**config.mk**
```make
export PLATFORM = sky130hd
export DESIGN_NAME = bucket_hash_table_engine_flat
export DESIGN_NICKNAME = d
export VERILOG_FILES = /design/src/design/bht_pkg.sv /design/src/design/bht_req_if.sv /design/src/design/bht_rsp_if.sv /design/src/design/bht_dp.sv /design/src/design/bht_ctrl.sv /design/src/design/bucket_hash_table_engine.sv /design/src/flat_wrapper.sv
export SDC_FILE = /design/constraint.sdc
export NUM_CORES = 1
export LEC_CHECK = 0
export BUFFER_PORTS_ARGS = -buffer_cell sky130_fd_sc_hd__buf_2
export CORE_UTILIZATION = 35
export DETAILED_ROUTE_END_ITERATION = 12
export PLACE_DENSITY_LB_ADDON = 0.05
export SLEW_MARGIN = 20
export SYNTH_ARGS = -nofsm -noshare
export SYNTH_HDL_FRONTEND = slang
export SYNTH_SLANG_ARGS = --single-unit
```
**constraint.sdc**
```tcl
create_clock -name clock -period 5.1 [get_ports clock]
set_input_delay 0.255 -clock clock [delete_from_list [all_inputs] [get_ports clock]]
set_output_delay 0.255 -clock clock [all_outputs]
set_load 0.02 [all_outputs]
```
**src/design/bht_pkg.sv**
```systemverilog
// Package for the bucket hash table engine: table geometry, operation,
// outcome and slot mark codes, and the controller/datapath command and status.
// No dependencies.
package bht_pkg;

   localparam int NUM_BUCKETS  = 8;
   localparam int BUCKET_SLOTS = 4;
   localparam int TOTAL_SLOTS  = NUM_BUCKETS * BUCKET_SLOTS;
   localparam int SLOT_AW      = (TOTAL_SLOTS > 1) ? $clog2(TOTAL_SLOTS) : 1;
   localparam int CNT_W        = $clog2(TOTAL_SLOTS + 1);

   localparam int OP_W      = 2;
   localparam int KEY_W     = 31;
   localparam int OUTCOME_W = 2;
   localparam int RSP_SLOT_W = 5;
   localparam int MARK_W    = 2;

   localparam logic [OP_W-1:0] OP_INSERT = 2'd0;
   localparam logic [OP_W-1:0] OP_REMOVE = 2'd1;
   localparam logic [OP_W-1:0] OP_SEARCH = 2'd2;

   localparam logic [OUTCOME_W-1:0] OUT_OK   = 2'd0;
   localparam logic [OUTCOME_W-1:0] OUT_MISS = 2'd1;
   localparam logic [OUTCOME_W-1:0] OUT_DUP  = 2'd2;
   localparam logic [OUTCOME_W-1:0] OUT_OVF  = 2'd3;

   localparam logic [MARK_W-1:0] MARK_EMPTY = 2'd0;
   localparam logic [MARK_W-1:0] MARK_USED  = 2'd1;
   localparam logic [MARK_W-1:0] MARK_GONE  = 2'd2;

   typedef struct packed {
      logic load;
      logic start;
      logic from_home;
      logic issue;
      logic wr_used;
      logic wr_gone;
   } bht_cmd_type;

   typedef struct packed {
      logic               rd_valid;
      logic               hit;
      logic               empty;
      logic               free;
      logic               last;
      logic [SLOT_AW-1:0] rd_addr;
   } bht_sts_type;

endpackage

```
**src/design/bht_req_if.sv**
```systemverilog
// Request channel interface: valid/ready handshake with op and key payload.
// Depends on bht_pkg.
interface bht_req_if;
   logic                     valid;
   logic                     ready;
   logic [bht_pkg::OP_W-1:0]  op;
   logic [bht_pkg::KEY_W-1:0] key;

   modport source (output valid, op, key, input ready);
   modport sink   (input valid, op, key, output ready);
endinterface

```
**src/design/bht_rsp_if.sv**
```systemverilog
// Response channel interface: valid/ready handshake with outcome and slot.
// Depends on bht_pkg.
interface bht_rsp_if;
   logic                          valid;
   logic                          ready;
   logic [bht_pkg::OUTCOME_W-1:0]  outcome;
   logic [bht_pkg::RSP_SLOT_W-1:0] slot;

   modport source (output valid, outcome, slot, input ready);
   modport sink   (input valid, outcome, slot, output ready);
endinterface

```
**src/design/bht_dp.sv**
```systemverilog
// Datapath of the bucket hash table engine: key memory, slot marks, slot walker
// with registered read, and match/free/empty status. Depends on bht_pkg.
module bht_dp (
   input  logic                      clock,
   input  logic                      reset,
   input  logic [bht_pkg::KEY_W-1:0] key_in,
   input  bht_pkg::bht_cmd_type      cmd,
   output bht_pkg::bht_sts_type      sts
);
   import bht_pkg::*;

   logic [KEY_W-1:0]   key_ff;
   logic [SLOT_AW-1:0] addr_ff, addr_in;
   logic [CNT_W-1:0]   cnt_ff, cnt_in;
   logic               rd_valid_ff, rd_valid_in;
   logic [SLOT_AW-1:0] rd_addr_ff, rd_addr_in;
   logic               rd_last_ff, rd_last_in;
   logic [KEY_W-1:0]   rd_key_ff;
   logic [MARK_W-1:0]  rd_mark_ff;
   logic [KEY_W-1:0]   home_key;
   logic [SLOT_AW-1:0] home_slot;

   logic [KEY_W-1:0]   key_mem [TOTAL_SLOTS];
   logic [MARK_W-1:0]  marks_ff [TOTAL_SLOTS];

   assign home_key  = cmd.load ? key_in : key_ff;
   assign home_slot = SLOT_AW'((home_key % NUM_BUCKETS) * BUCKET_SLOTS);

   always_comb begin
      addr_in     = addr_ff;
      cnt_in      = cnt_ff;
      rd_valid_in = 1'b0;
      rd_addr_in  = rd_addr_ff;
      rd_last_in  = rd_last_ff;
      if (cmd.start) begin
         addr_in = cmd.from_home ? home_slot : '0;
         cnt_in  = '0;
      end else if (cmd.issue && (cnt_ff != CNT_W'(TOTAL_SLOTS))) begin
         rd_valid_in = 1'b1;
         rd_addr_in  = addr_ff;
         rd_last_in  = (cnt_ff == CNT_W'(TOTAL_SLOTS - 1));
         addr_in     = (addr_ff == SLOT_AW'(TOTAL_SLOTS - 1)) ? '0 : addr_ff + 1'b1;
         cnt_in      = cnt_ff + 1'b1;
      end
   end

   always_ff @(posedge clock) begin
      if (reset) begin
         addr_ff     <= '0;
         cnt_ff      <= '0;
         rd_valid_ff <= 1'b0;
      end else begin
         addr_ff     <= addr_in;
         cnt_ff      <= cnt_in;
         rd_valid_ff <= rd_valid_in;
      end
   end

   always_ff @(posedge clock) begin
      rd_addr_ff <= rd_addr_in;
      rd_last_ff <= rd_last_in;
      if (cmd.load) begin
         key_ff <= key_in;
      end
   end

   always_ff @(posedge clock) begin
      if (cmd.wr_used) begin
         key_mem[rd_addr_ff] <= key_ff;
      end
      rd_key_ff <= key_mem[addr_ff];
   end

   always_ff @(posedge clock) begin
      if (reset) begin
         for (int i = 0; i < TOTAL_SLOTS; i++) begin
            marks_ff[i] <= MARK_EMPTY;
         end
      end else if (cmd.wr_used) begin
         marks_ff[rd_addr_ff] <= MARK_USED;
      end else if (cmd.wr_gone) begin
         marks_ff[rd_addr_ff] <= MARK_GONE;
      end
   end

   always_ff @(posedge clock) begin
      rd_mark_ff <= marks_ff[addr_ff];
   end

   assign sts.rd_valid = rd_valid_ff;
   assign sts.hit      = (rd_mark_ff == MARK_USED) && (rd_key_ff == key_ff);
   assign sts.empty    = (rd_mark_ff == MARK_EMPTY);
   assign sts.free     = (rd_mark_ff != MARK_USED);
   assign sts.last     = rd_last_ff;
   assign sts.rd_addr  = rd_addr_ff;

   a_wr_on_read: assert property (@(posedge clock) disable iff (reset)
      (cmd.wr_used || cmd.wr_gone) |-> rd_valid_ff)
      else $error("slot write without a slot read in hand");
   a_fill_free: assert property (@(posedge clock) disable iff (reset)
      cmd.wr_used |-> (rd_mark_ff != MARK_USED))
      else $error("insert overwrites an occupied slot");
   a_gone_hit: assert property (@(posedge clock) disable iff (reset)
      cmd.wr_gone |-> (rd_mark_ff == MARK_USED && rd_key_ff == key_ff))
      else $error("remove marks a slot that does not hold the key");
   a_walk_bound: assert property (@(posedge clock) disable iff (reset)
      (rd_valid_ff && rd_last_ff) |=> !rd_valid_ff || $past(cmd.start))
      else $error("walk reads past the last slot");

endmodule

```
**src/design/bht_ctrl.sv**
```systemverilog
// Controller of the bucket hash table engine: operation sequencing over the
// duplicate scan and probe walks, and the registered response. Depends on
// bht_pkg, bht_req_if and bht_rsp_if.
module bht_ctrl (
   input  logic                 clock,
   input  logic                 reset,
   bht_req_if.sink              req_if,
   bht_rsp_if.source            rsp_if,
   input  bht_pkg::bht_sts_type sts,
   output bht_pkg::bht_cmd_type cmd
);
   import bht_pkg::*;

   typedef enum logic [1:0] {
      IDLE,
      SCAN,
      PROBE,
      FINISH
   } state_type;

   state_type             state_ff, state_in;
   logic [OP_W-1:0]       op_ff, op_in;
   logic [OUTCOME_W-1:0]  res_outcome_ff, res_outcome_in;
   logic [SLOT_AW-1:0]    res_slot_ff, res_slot_in;
   logic                  rsp_valid_ff, rsp_valid_in;
   logic [OUTCOME_W-1:0]  rsp_outcome_ff, rsp_outcome_in;
   logic [RSP_SLOT_W-1:0] rsp_slot_ff, rsp_slot_in;
   logic                  rsp_load;

   always_comb begin
      state_in       = state_ff;
      op_in          = op_ff;
      res_outcome_in = res_outcome_ff;
      res_slot_in    = res_slot_ff;
      cmd            = '0;
      rsp_load       = 1'b0;
      unique case (state_ff)
         IDLE: begin
            if (req_if.valid) begin
               cmd.load = 1'b1;
               op_in    = req_if.op;
               case (req_if.op) inside
                  OP_INSERT: begin
                     cmd.start = 1'b1;
                     state_in  = SCAN;
                  end
                  OP_REMOVE, OP_SEARCH: begin
                     cmd.start     = 1'b1;
                     cmd.from_home = 1'b1;
                     state_in      = PROBE;
                  end
                  default: begin
                     res_outcome_in = OUT_MISS;
                     res_slot_in    = '0;
                     state_in       = FINISH;
                  end
               endcase
            end
         end
         SCAN: begin
            cmd.issue = 1'b1;
            if (sts.rd_valid) begin
               if (sts.hit) begin
                  res_outcome_in = OUT_DUP;
                  res_slot_in    = '0;
                  state_in       = FINISH;
               end else if (sts.last) begin
                  cmd.start     = 1'b1;
                  cmd.from_home = 1'b1;
                  state_in      = PROBE;
               end
            end
         end
         PROBE: begin
            cmd.issue = 1'b1;
            if (sts.rd_valid) begin
               if (op_ff == OP_INSERT) begin
                  if (sts.free) begin
                     cmd.wr_used    = 1'b1;
                     res_outcome_in = OUT_OK;
                     res_slot_in    = sts.rd_addr;
                     state_in       = FINISH;
                  end else if (sts.last) begin
                     res_outcome_in = OUT_OVF;
                     res_slot_in    = '0;
                     state_in       = FINISH;
                  end
               end else begin
                  if (sts.hit) begin
                     cmd.wr_gone    = (op_ff == OP_REMOVE);
                     res_outcome_in = OUT_OK;
                     res_slot_in    = sts.rd_addr;
                     state_in       = FINISH;
                  end else if (sts.empty || sts.last) begin
                     res_outcome_in = OUT_MISS;
                     res_slot_in    = '0;
                     state_in       = FINISH;
                  end
               end
            end
         end
         FINISH: begin
            if (!rsp_valid_ff || rsp_if.ready) begin
               rsp_load = 1'b1;
               state_in = IDLE;
            end
         end
         default: state_in = IDLE;
      endcase

      rsp_outcome_in = rsp_load ? res_outcome_ff : rsp_outcome_ff;
      rsp_slot_in    = rsp_load ? RSP_SLOT_W'(res_slot_ff) : rsp_slot_ff;
      if (rsp_load) begin
         rsp_valid_in = 1'b1;
      end else if (rsp_if.ready) begin
         rsp_valid_in = 1'b0;
      end else begin
         rsp_valid_in = rsp_valid_ff;
      end
   end

   always_ff @(posedge clock) begin
      if (reset) begin
         state_ff     <= IDLE;
         rsp_valid_ff <= 1'b0;
      end else begin
         state_ff     <= state_in;
         rsp_valid_ff <= rsp_valid_in;
      end
      op_ff          <= op_in;
      res_outcome_ff <= res_outcome_in;
      res_slot_ff    <= res_slot_in;
      rsp_outcome_ff <= rsp_outcome_in;
      rsp_slot_ff    <= rsp_slot_in;
   end

   assign req_if.ready   = (state_ff == IDLE);
   assign rsp_if.valid   = rsp_valid_ff;
   assign rsp_if.outcome = rsp_outcome_ff;
   assign rsp_if.slot    = rsp_slot_ff;

   a_load_free: assert property (@(posedge clock) disable iff (reset)
      rsp_load |-> (!rsp_valid_ff || rsp_if.ready))
      else $error("response register overwritten before it was taken");
   a_one_in_work: assert property (@(posedge clock) disable iff (reset)
      (req_if.valid && req_if.ready) |=> !req_if.ready)
      else $error("request accepted while another transaction is in work");
   a_ok_has_slot: assert property (@(posedge clock) disable iff (reset)
      (state_ff == FINISH && res_outcome_ff != OUT_OK) |-> (res_slot_ff == '0))
      else $error("failed outcome carries a nonzero slot");

endmodule

```
**src/design/bucket_hash_table_engine.sv**
```systemverilog
// Bucket hash table engine: insert, remove or search of one 31-bit key per
// transaction in a table of NUM_BUCKETS x BUCKET_SLOTS slots, probed linearly
// from the first slot of bucket key mod NUM_BUCKETS, wrapping over the table.
// One transaction is in work at a time; the slot walk does one key-memory
// read per cycle with registered read data; an insert first does a full
// 32-slot duplicate scan and then its probe. op 3 answers "not found"
// without a walk. A finished response waits in an output register while
// the next request is accepted. Slot marks clear at reset.
// Depends on bht_pkg, bht_req_if, bht_rsp_if, bht_ctrl and bht_dp.
module bucket_hash_table_engine (
   input  logic      clock,
   input  logic      reset,
   bht_req_if.sink   req_if,
   bht_rsp_if.source rsp_if
);
   import bht_pkg::*;

   bht_cmd_type cmd;
   bht_sts_type sts;

   bht_ctrl u_ctrl (
      .clock  (clock),
      .reset  (reset),
      .req_if (req_if),
      .rsp_if (rsp_if),
      .sts    (sts),
      .cmd    (cmd)
   );

   bht_dp u_dp (
      .clock  (clock),
      .reset  (reset),
      .key_in (req_if.key),
      .cmd    (cmd),
      .sts    (sts)
   );

endmodule
```
**src/flat_wrapper.sv**
```systemverilog
// flat-port wrapper written by rule: the top's interface ports become plain ports
module bucket_hash_table_engine_flat import bht_pkg::*;
  (clock, reset, req_if_valid, req_if_op, req_if_key, req_if_ready, rsp_if_valid, rsp_if_outcome, rsp_if_slot, rsp_if_ready);
  bht_req_if req_if_i ();
  bht_rsp_if rsp_if_i ();
  input  logic clock;
  input  logic reset;
  input wire logic [$bits(req_if_i.valid)-1:0] req_if_valid;
  input wire logic [$bits(req_if_i.op)-1:0] req_if_op;
  input wire logic [$bits(req_if_i.key)-1:0] req_if_key;
  output wire logic [$bits(req_if_i.ready)-1:0] req_if_ready;
  output wire logic [$bits(rsp_if_i.valid)-1:0] rsp_if_valid;
  output wire logic [$bits(rsp_if_i.outcome)-1:0] rsp_if_outcome;
  output wire logic [$bits(rsp_if_i.slot)-1:0] rsp_if_slot;
  input wire logic [$bits(rsp_if_i.ready)-1:0] rsp_if_ready;
  assign req_if_i.valid = req_if_valid;
  assign req_if_i.op = req_if_op;
  assign req_if_i.key = req_if_key;
  assign req_if_ready = req_if_i.ready;
  assign rsp_if_valid = rsp_if_i.valid;
  assign rsp_if_outcome = rsp_if_i.outcome;
  assign rsp_if_slot = rsp_if_i.slot;
  assign rsp_if_i.ready = rsp_if_ready;
  bucket_hash_table_engine u_core (.clock(clock), .reset(reset), .req_if(req_if_i), .rsp_if(rsp_if_i));
endmodule
```
==> results of run 1 <==
-- worst paths after layout --
check	startpoint	end	slack, ns	cells after the start
worst max-delay path	u_core.u_dp.key_ff[17]	u_core.u_dp.marks_ff[1][1]	0.70	9
worst min-delay path	reset	u_core.u_ctrl.rsp_if.valid	0.12	3
worst max register to register	u_core.u_dp.key_ff[17]	u_core.u_dp.marks_ff[1][1]	0.70	9
worst min register to register	u_core.u_ctrl.res_slot_ff[0]	u_core.u_ctrl.rsp_if.slot[0]	0.43	0
-- power by group --
part,switching (mW),leakage (nW),internal (mW)
Clock,3.68,1.98,5.22
Sequential,0.616,10.5,11.2
Combinational,2.15,3.17,2.06
Total,6.45,15.6,18.5
-- logic make-up (layout without fill, tap and decap cells) --
logic type | Yosys count | after routing | share of synthesized area
flip-flops | 1157 | 1157 | 0.769
XOR/XNOR | 36 | 36 | 0.00708
adder cells (fa/ha/maj) | 10 | 10 | 0.00281
AND/OR/NAND/NOR | 210 | 210 | 0.0211
multiplexers | 371 | 371 | 0.178
AO/OA/AOI/OAI | 56 | 56 | 0.00916
buffers and inverters | 120 | 403 | 0.0127
-- critical path: stages (launching register included) --
cell	delay (ns)
edfxtp_1	0.78
xnor2_1	0.69
nand4_1	0.26
nor4_1	0.85
buf_4	0.24
nand4_1	0.13
buf_4	0.31
and2_1	0.21
buf_4	0.25
o21bai_1	0.29
-- cell usage in the layout (no fill, tap or decap), drive strengths merged, types with 15 or more instances in the layout --
| cell | netlist | layout |
|---|---|---|
| buf | 39 | 122 |
| dfxtp | 51 | 51 |
| clkinv | 1 | 41 |
| inv | 13 | 15 |
| xnor2 | 35 | 35 |
| edfxtp | 1106 | 1106 |
| nor2 | 112 | 112 |
| mux2 | 37 | 37 |
| nand2 | 35 | 35 |
| o21bai | 33 | 33 |
| dlygate4sd3 | 0 | 34 |
| clkbuf | 67 | 189 |
| mux4 | 330 | 330 |
-- per-layer routing --
metal / global-route usage / routed length [µm] / vias up / share of wire
met3: 0.0341 / 6070 / 178 / 0.049
met1: 0.277 / 55200 / 11500 / 0.45
met2: 0.306 / 58400 / 581 / 0.48
met5: 0 / 0 / - / 0
li1: - / - / 8602 / -
met4: 0.0569 / 2900 / 0 / 0.024
-- state kept, by name (all words and copies together) (netlist names), 5 cells and up --
name                       count
u_core.u_dp.addr_ff            5
u_core.u_dp.rd_addr_ff         5
u_core.u_dp.marks_ff          64
u_core.u_dp.key_ff            31
u_core.u_ctrl.res_slot_ff      5
u_core.u_dp.cnt_ff             6
u_core.u_dp.rd_key_ff         31
u_core.u_ctrl.rsp_if.slot      5
u_core.u_dp.key_mem          992
-- metrics by stage --
step | utilization | area (µm²) | std cells | total power, mW
2_1_floorplan | - | 44500 | 1960 | 14.8
3_3_place_gp | 0.375 | 47300 | 3623 | 16.3
3_5_place_dp | 0.375 | 47300 | 3623 | 16.3
4_1_cts | 0.410 | 51600 | 3890 | 25.3
5_1_grt | 0.411 | 51700 | 3893 | 25.9
6_report | 0.411 | 51700 | 3893 | 25.0
-- timing repair --
action,in CTS,in global routing
endpoints found under the hold margin,36,0
endpoints found under the setup margin,0,0
hold buffers,34,0
setup buffers,0,0
-- cell type report --
| class | instances | area, µm² | share of cell area |
|---|---|---|---|
| clock buffer | 189 | 3770 | 0.0730 |
| clock inverter | 44 | 262 | 0.00506 |
| inverter | 14 | 52.6 | 0.00102 |
| multi-input combinational | 683 | 9990 | 0.193 |
| sequential | 1157 | 34300 | 0.663 |
| tap | 1650 | 2060 | 0.0399 |
| timing repair buffer | 156 | 1300 | 0.0252 |
==> flow_results.xml, run 1 <==
<?xml version="1.0" encoding="UTF-8"?>
<metrics>
  <group name="run_status">
    <metric name="outcome" unit="">completed</metric>
  </group>
  <group name="route">
    <metric name="finalWirelength" unit="µm">123000</metric>
    <metric name="postRouteAntennaNets" unit="">0</metric>
    <metric name="avgRoutedWirePerCell" unit="µm">31.5</metric>
    <metric name="drt_pass1_iterations" unit="">5</metric>
    <metric name="route.vias.total" unit="">20900</metric>
    <metric name="route.detailed.drc" unit="">0</metric>
    <metric name="drt_first_iter_violations" unit="">1798</metric>
    <metric name="vias_per_cell" unit="">5.36</metric>
  </group>
  <group name="yosys">
    <metric name="yosysWarnings" unit="">0</metric>
    <metric name="synth-edff-count" unit="">1106</metric>
    <metric name="synthDistinctLibCells" unit="">47</metric>
    <metric name="syn_nets" unit="">2007</metric>
    <metric name="synth_area_leaders" unit="">edfxtp_1 (75%), mux4_2 (16%), dfxtp_1 (2.3%), nor2_1 (0.94%), mux2_2 (0.94%)</metric>
    <metric name="seq_area_frac_synth" unit="">0.769</metric>
    <metric name="syn-instance-count" unit="">1960</metric>
    <metric name="synthDominantCellAreaShare" unit="">0.746</metric>
    <metric name="syn-cell-area" unit="mm²">0.0445</metric>
    <metric name="yosys_register_bits" unit="">1157</metric>
    <metric name="synth.largest_area_cell" unit="">edfxtp_1</metric>
    <metric name="synth_area_per_cell" unit="µm²">22.7</metric>
    <metric name="synthTopCellsByCount" unit="">edfxtp_1 (1,106), mux4_2 (315), nor2_1 (112)</metric>
    <metric name="synth_most_common_cell" unit="">edfxtp_1</metric>
    <metric name="ys_dominant_reg_cell" unit="">edfxtp_1</metric>
    <metric name="synthArstFlopShare" unit="">0</metric>
  </group>
  <group name="place">
    <metric name="io_buffer_count" unit="">45</metric>
    <metric name="hpwl" unit="µm">62700</metric>
    <metric name="gp_routability_congestion" unit="">0.736</metric>
    <metric name="placement.setup.worst_slack" unit="ns">0.785</metric>
  </group>
  <group name="timing">
    <metric name="worst_slew_pin_slew" unit="ns">1.09</metric>
    <metric name="number_of_hold_violations_in_the_final_report" unit="">0</metric>
    <metric name="final_max_slew_viol_count" unit="">0</metric>
    <metric name="final_min_period_over_clock_period" unit="">0.863</metric>
    <metric name="fmax" unit="MHz">227</metric>
    <metric name="relSlewSlack" unit="">0.272</metric>
    <metric name="grt_setup_unrepaired" unit="">false</metric>
    <metric name="hold-worst-slack" unit="ns">0.119</metric>
    <metric name="fin_setup_tns" unit="ns">0</metric>
    <metric name="setup_viol" unit="">0</metric>
    <metric name="final.setup.worst_slack" unit="ns">0.699</metric>
    <metric name="finalClockSkew" unit="ns">0.0174</metric>
    <metric name="fin_crit" unit="ns">4.40</metric>
  </group>
  <group name="global_route">
    <metric name="antenna_found_initial" unit="">2</metric>
    <metric name="grt_first_pass_wirelength" unit="µm">171000</metric>
    <metric name="grt_start_max_net_pins" unit="">61</metric>
    <metric name="vias_in_the_first_global_route" unit="">21800</metric>
    <metric name="grt_usage" unit="">0.194</metric>
    <metric name="grt-ovfl-total" unit="">0</metric>
  </group>
  <group name="clock_tree">
    <metric name="cts_root_buffer" unit="">clkbuf_16</metric>
    <metric name="cts_max_level" unit="">4</metric>
    <metric name="clock-sinks" unit="">1157</metric>
    <metric name="clock_tree.buffer_depth" unit="">3</metric>
    <metric name="cts_buffers" unit="">131</metric>
    <metric name="path_clk_slew" unit="ns">0.06</metric>
    <metric name="cts_resized" unit="">0</metric>
    <metric name="clk-insertion-delay-late" unit="ns">0.73</metric>
    <metric name="cts_tree" unit="">yes</metric>
  </group>
  <group name="setup_path">
    <metric name="start_kind" unit="">flip-flop</metric>
    <metric name="worst-path-max-fanout" unit="">33</metric>
    <metric name="worst-endpoint-arrival" unit="ns">4.80</metric>
    <metric name="timing.setup.critical_path_class" unit="">reg2reg</metric>
    <metric name="timing.critical_path.required" unit="ns">5.50</metric>
    <metric name="worstSetupEndpointType" unit="">flip-flop</metric>
  </group>
  <group name="floorplan">
    <metric name="placeableCoreArea" unit="mm²">0.126</metric>
    <metric name="die_h" unit="µm">359</metric>
    <metric name="design.die.area" unit="mm²">0.129</metric>
    <metric name="die_x" unit="µm">359</metric>
    <metric name="initial_utilization" unit="">0.354</metric>
    <metric name="io_pins" unit="">46</metric>
    <metric name="floorplan.rows" unit="">130</metric>
  </group>
  <group name="power">
    <metric name="vdd.ir_drop.worst" unit="µV">341</metric>
    <metric name="cellLeakagePower" unit="nW">15.6</metric>
    <metric name="power-per-cell-area" unit="mW/mm²">483</metric>
  </group>
  <group name="run">
    <metric name="max_cap_viol_count" unit="">0</metric>
  </group>
  <group name="finish">
    <metric name="final_net_count" unit="">2190</metric>
    <metric name="area.growth.synth_to_final" unit="%">16.1</metric>
    <metric name="final.fill_count" unit="">11100</metric>
    <metric name="insertedDiodeCount" unit="">0</metric>
    <metric name="layout-drive-gt1-share" unit="">0.307</metric>
  </group>
  <group name="hold_path">
    <metric name="hp-class" unit="">in2reg</metric>
  </group>
</metrics>
Note: power is estimated with default switching activity, not from simulation.
==> inputs of run 2 (changes only) <==
--- a/config.mk
+++ b/config.mk
@@ -6,6 +6,7 @@
 export NUM_CORES = 1
 export LEC_CHECK = 0
 export BUFFER_PORTS_ARGS = -buffer_cell sky130_fd_sc_hd__buf_2
+export CORE_MARGIN = 2
 export CORE_UTILIZATION = 35
 export DETAILED_ROUTE_END_ITERATION = 12
 export PLACE_DENSITY_LB_ADDON = 0.05
==> run 2 against run 1 <==
Against the previous run:
- power grew 2.2%
- sequential share of layout area shrank 0.54 points
- cell count grew 0.51%
- sequential power is essentially flat
- design area grew 0.81%
- first-iteration DRC count grew 16%
==> flow_results.xml, run 2 (synthesized netlist as in run 1, its figures left out) <==
<?xml version="1.0" encoding="UTF-8"?>
<metrics>
  <group name="route">
    <metric name="vias_per_cell" unit="">5.35</metric>
    <metric name="route.detailed.drc" unit="">0</metric>
    <metric name="avgRoutedWirePerCell" unit="µm">31.9</metric>
    <metric name="drt_first_iter_violations" unit="">2077</metric>
    <metric name="drt_pass1_iterations" unit="">5</metric>
    <metric name="postRouteAntennaNets" unit="">0</metric>
    <metric name="route.vias.total" unit="">20900</metric>
    <metric name="finalWirelength" unit="µm">125000</metric>
  </group>
  <group name="timing">
    <metric name="setup_viol" unit="">0</metric>
    <metric name="fin_crit" unit="ns">3.89</metric>
    <metric name="relSlewSlack" unit="">0.277</metric>
    <metric name="number_of_hold_violations_in_the_final_report" unit="">0</metric>
    <metric name="grt_setup_unrepaired" unit="">false</metric>
    <metric name="final_min_period_over_clock_period" unit="">0.762</metric>
    <metric name="fmax" unit="MHz">257</metric>
    <metric name="fin_setup_tns" unit="ns">0</metric>
    <metric name="worst_slew_pin_slew" unit="ns">1.08</metric>
    <metric name="final_max_slew_viol_count" unit="">0</metric>
    <metric name="finalClockSkew" unit="ns">0.0211</metric>
  </group>
  <group name="setup_path">
    <metric name="critical-path-slowest-cell" unit="">nor4_1</metric>
    <metric name="worst-path-max-fanout" unit="">33</metric>
    <metric name="timing.setup.critical_path_class" unit="">reg2reg</metric>
    <metric name="start_kind" unit="">flip-flop</metric>
    <metric name="worstSetupEndpointType" unit="">flip-flop</metric>
    <metric name="timing.critical_path.slowest_cell_delay" unit="ns">0.80</metric>
    <metric name="worst-endpoint-arrival" unit="ns">4.31</metric>
    <metric name="timing.critical_path.required" unit="ns">5.53</metric>
    <metric name="path_delay_family" unit="">simple AND/OR/NAND/NOR gates</metric>
    <metric name="critPathBufInv" unit="">2</metric>
    <metric name="ff2ff_setup_slack" unit="ns">1.21</metric>
    <metric name="crit_chain" unit="">buf_4 &gt; xnor2_1 &gt; nand4_1 &gt; nor4_1 &gt; nand4_1 &gt; and2_1 &gt; buf_4 &gt; o21bai_1</metric>
  </group>
  <group name="clock_tree">
    <metric name="cts_resized" unit="">0</metric>
    <metric name="cts_buffers" unit="">133</metric>
    <metric name="cts_max_level" unit="">4</metric>
    <metric name="clock_tree.buffer_depth" unit="">3</metric>
    <metric name="clock-sinks" unit="">1157</metric>
    <metric name="clk-insertion-delay-late" unit="ns">0.75</metric>
    <metric name="path_clk_slew" unit="ns">0.06</metric>
    <metric name="cts_root_buffer" unit="">clkbuf_16</metric>
    <metric name="cts_tree" unit="">yes</metric>
  </group>
  <group name="global_route">
    <metric name="vias_in_the_first_global_route" unit="">22000</metric>
    <metric name="antenna_found_initial" unit="">1</metric>
    <metric name="grt_start_max_net_pins" unit="">60</metric>
    <metric name="top_usage_layer" unit="">met2</metric>
    <metric name="globalRouteMet2Util" unit="">0.306</metric>
    <metric name="gr-usage-met3" unit="">0.0345</metric>
    <metric name="grt-ovfl-total" unit="">0</metric>
    <metric name="grt_usage" unit="">0.194</metric>
    <metric name="grt_first_pass_wirelength" unit="µm">173000</metric>
    <metric name="groute.layer.met1.usage" unit="">0.279</metric>
  </group>
  <group name="finish">
    <metric name="layout_top_registers" unit="">u_core.u_dp.key_mem x992, u_core.u_dp.marks_ff x64</metric>
    <metric name="multi_input_logic_area" unit="mm²">0.00999</metric>
    <metric name="final.fill_count" unit="">11100</metric>
    <metric name="area.growth.synth_to_final" unit="%">17.0</metric>
    <metric name="final_area" unit="mm²">0.0521</metric>
    <metric name="final-seq-area" unit="mm²">0.0342</metric>
    <metric name="layout-drive-gt1-share" unit="">0.318</metric>
    <metric name="layout_common_cells" unit="">edfxtp_1 (1,106), mux4_2 (315), clkbuf_16 (140)</metric>
    <metric name="layout_commonest_cell" unit="">edfxtp_1</metric>
    <metric name="fin_util" unit="">0.414</metric>
    <metric name="registers.top_by_ff_count" unit="">u_core.u_dp.key_mem</metric>
    <metric name="final-instance-count-excl-fill" unit="">3913</metric>
    <metric name="insertedDiodeCount" unit="">0</metric>
    <metric name="max_ffs_per_register" unit="">992</metric>
    <metric name="final_net_count" unit="">2202</metric>
  </group>
  <group name="power">
    <metric name="p_int" unit="mW">19.0</metric>
    <metric name="cellLeakagePower" unit="nW">15.8</metric>
    <metric name="switching_part_of_the_total" unit="">0.257</metric>
    <metric name="power.combinational.fraction" unit="">0.169</metric>
    <metric name="total_switching_power" unit="mW">6.55</metric>
    <metric name="power-per-cell-area" unit="mW/mm²">490</metric>
    <metric name="vdd.ir_drop.worst" unit="µV">384</metric>
    <metric name="pwr-share-clk" unit="">0.370</metric>
    <metric name="fraction_of_power_consumed_by_sequential_logic" unit="">0.460</metric>
  </group>
  <group name="place">
    <metric name="hpwl" unit="µm">63200</metric>
    <metric name="dpl-instance-area" unit="mm²">0.0473</metric>
    <metric name="gp_routability_congestion" unit="">0.727</metric>
    <metric name="dp_cells" unit="">3629</metric>
    <metric name="io_buffer_count" unit="">45</metric>
  </group>
  <group name="floorplan">
    <metric name="floorplan.rows" unit="">130</metric>
    <metric name="die_h" unit="µm">361</metric>
    <metric name="io_pins" unit="">46</metric>
    <metric name="die_x" unit="µm">361</metric>
    <metric name="initial_utilization" unit="">0.354</metric>
    <metric name="design.die.area" unit="mm²">0.130</metric>
    <metric name="placeableCoreArea" unit="mm²">0.126</metric>
  </group>
  <group name="run">
    <metric name="max_cap_viol_count" unit="">0</metric>
  </group>
  <group name="hold_path">
    <metric name="hp-class" unit="">in2reg</metric>
  </group>
  <group name="run_status">
    <metric name="outcome" unit="">completed</metric>
  </group>
</metrics>
run 2: changes by cell type in the layout (fill, tap and decap cells not counted), sizes merged:
cell         delta
dlygate4sd3     +2
clkinvlp        +1
clkinv          +8
clkbuf         -12
inv             +5
bufinv          +8
buf             +8
run 2: layout make-up:
type                    count  share of cell area
multi-input cells         683               0.192
flip-flops and latches   1157               0.657
clock inverters            66              0.0120
inverters                  14             0.00101
well taps                1650              0.0396
clock buffers             177              0.0714
repair buffers            166              0.0271
run 2: metrics by stage:
step / total power, mW / worst slack [ns] / hold slack (ns)
global placement: 16.3 / 1.05 / 0.409
finish: 25.5 / 1.21 / 0.170
global route: 26.5 / 0.882 / 0.151
CTS: 25.9 / 0.966 / 0.0779
detailed placement: 16.3 / 0.993 / 0.408
floorplan: 14.8 / 2.05 / 0.354
run 2: power by group through the flow:
stage	sequential, mW	combinational (mW)	clock [mW]
after detailed placement	12.0	4.33	0
final	11.8	4.32	9.44
after floorplan	11.8	3.00	0
after global placement	12.0	4.30	0
after global routing	11.8	4.66	10.1
after CTS	11.8	4.37	9.70
run 2: worst register-to-register path, cell delays in order, from the launching register on:
cell and delay [ns]:
edfxtp_1 0.36, buf_4 0.24, xnor2_1 0.68, nand4_1 0.32
nor4_1 0.80, nand4_1 0.26, and2_1 0.35, buf_4 0.28
o21bai_1 0.27
run 2: path summary, 6_finish.rpt:
check                                                    end                         start  cells after the start
worst min register to register  u_core.u_ctrl.rsp_if.slot[3]  u_core.u_ctrl.res_slot_ff[3]                      0
worst max register to register    u_core.u_dp.marks_ff[8][0]        u_core.u_dp.key_ff[24]                      8
worst max-delay path              u_core.u_dp.marks_ff[8][0]        u_core.u_dp.key_ff[24]                      8
worst min-delay path               u_core.u_ctrl.state_ff[1]                  req_if_valid                      6
run 2: routing by layer:
metal | share of wire | routed length, µm
met5 | 0 | 0
met4 | 0.016 | 2040
met3 | 0.044 | 5490
met2 | 0.48 | 59700
met1 | 0.46 | 57600
run 2: timing repair:
item	CTS	global route
endpoints found under the hold margin	42	0
buffers inserted	0	0
hold buffers	36	0
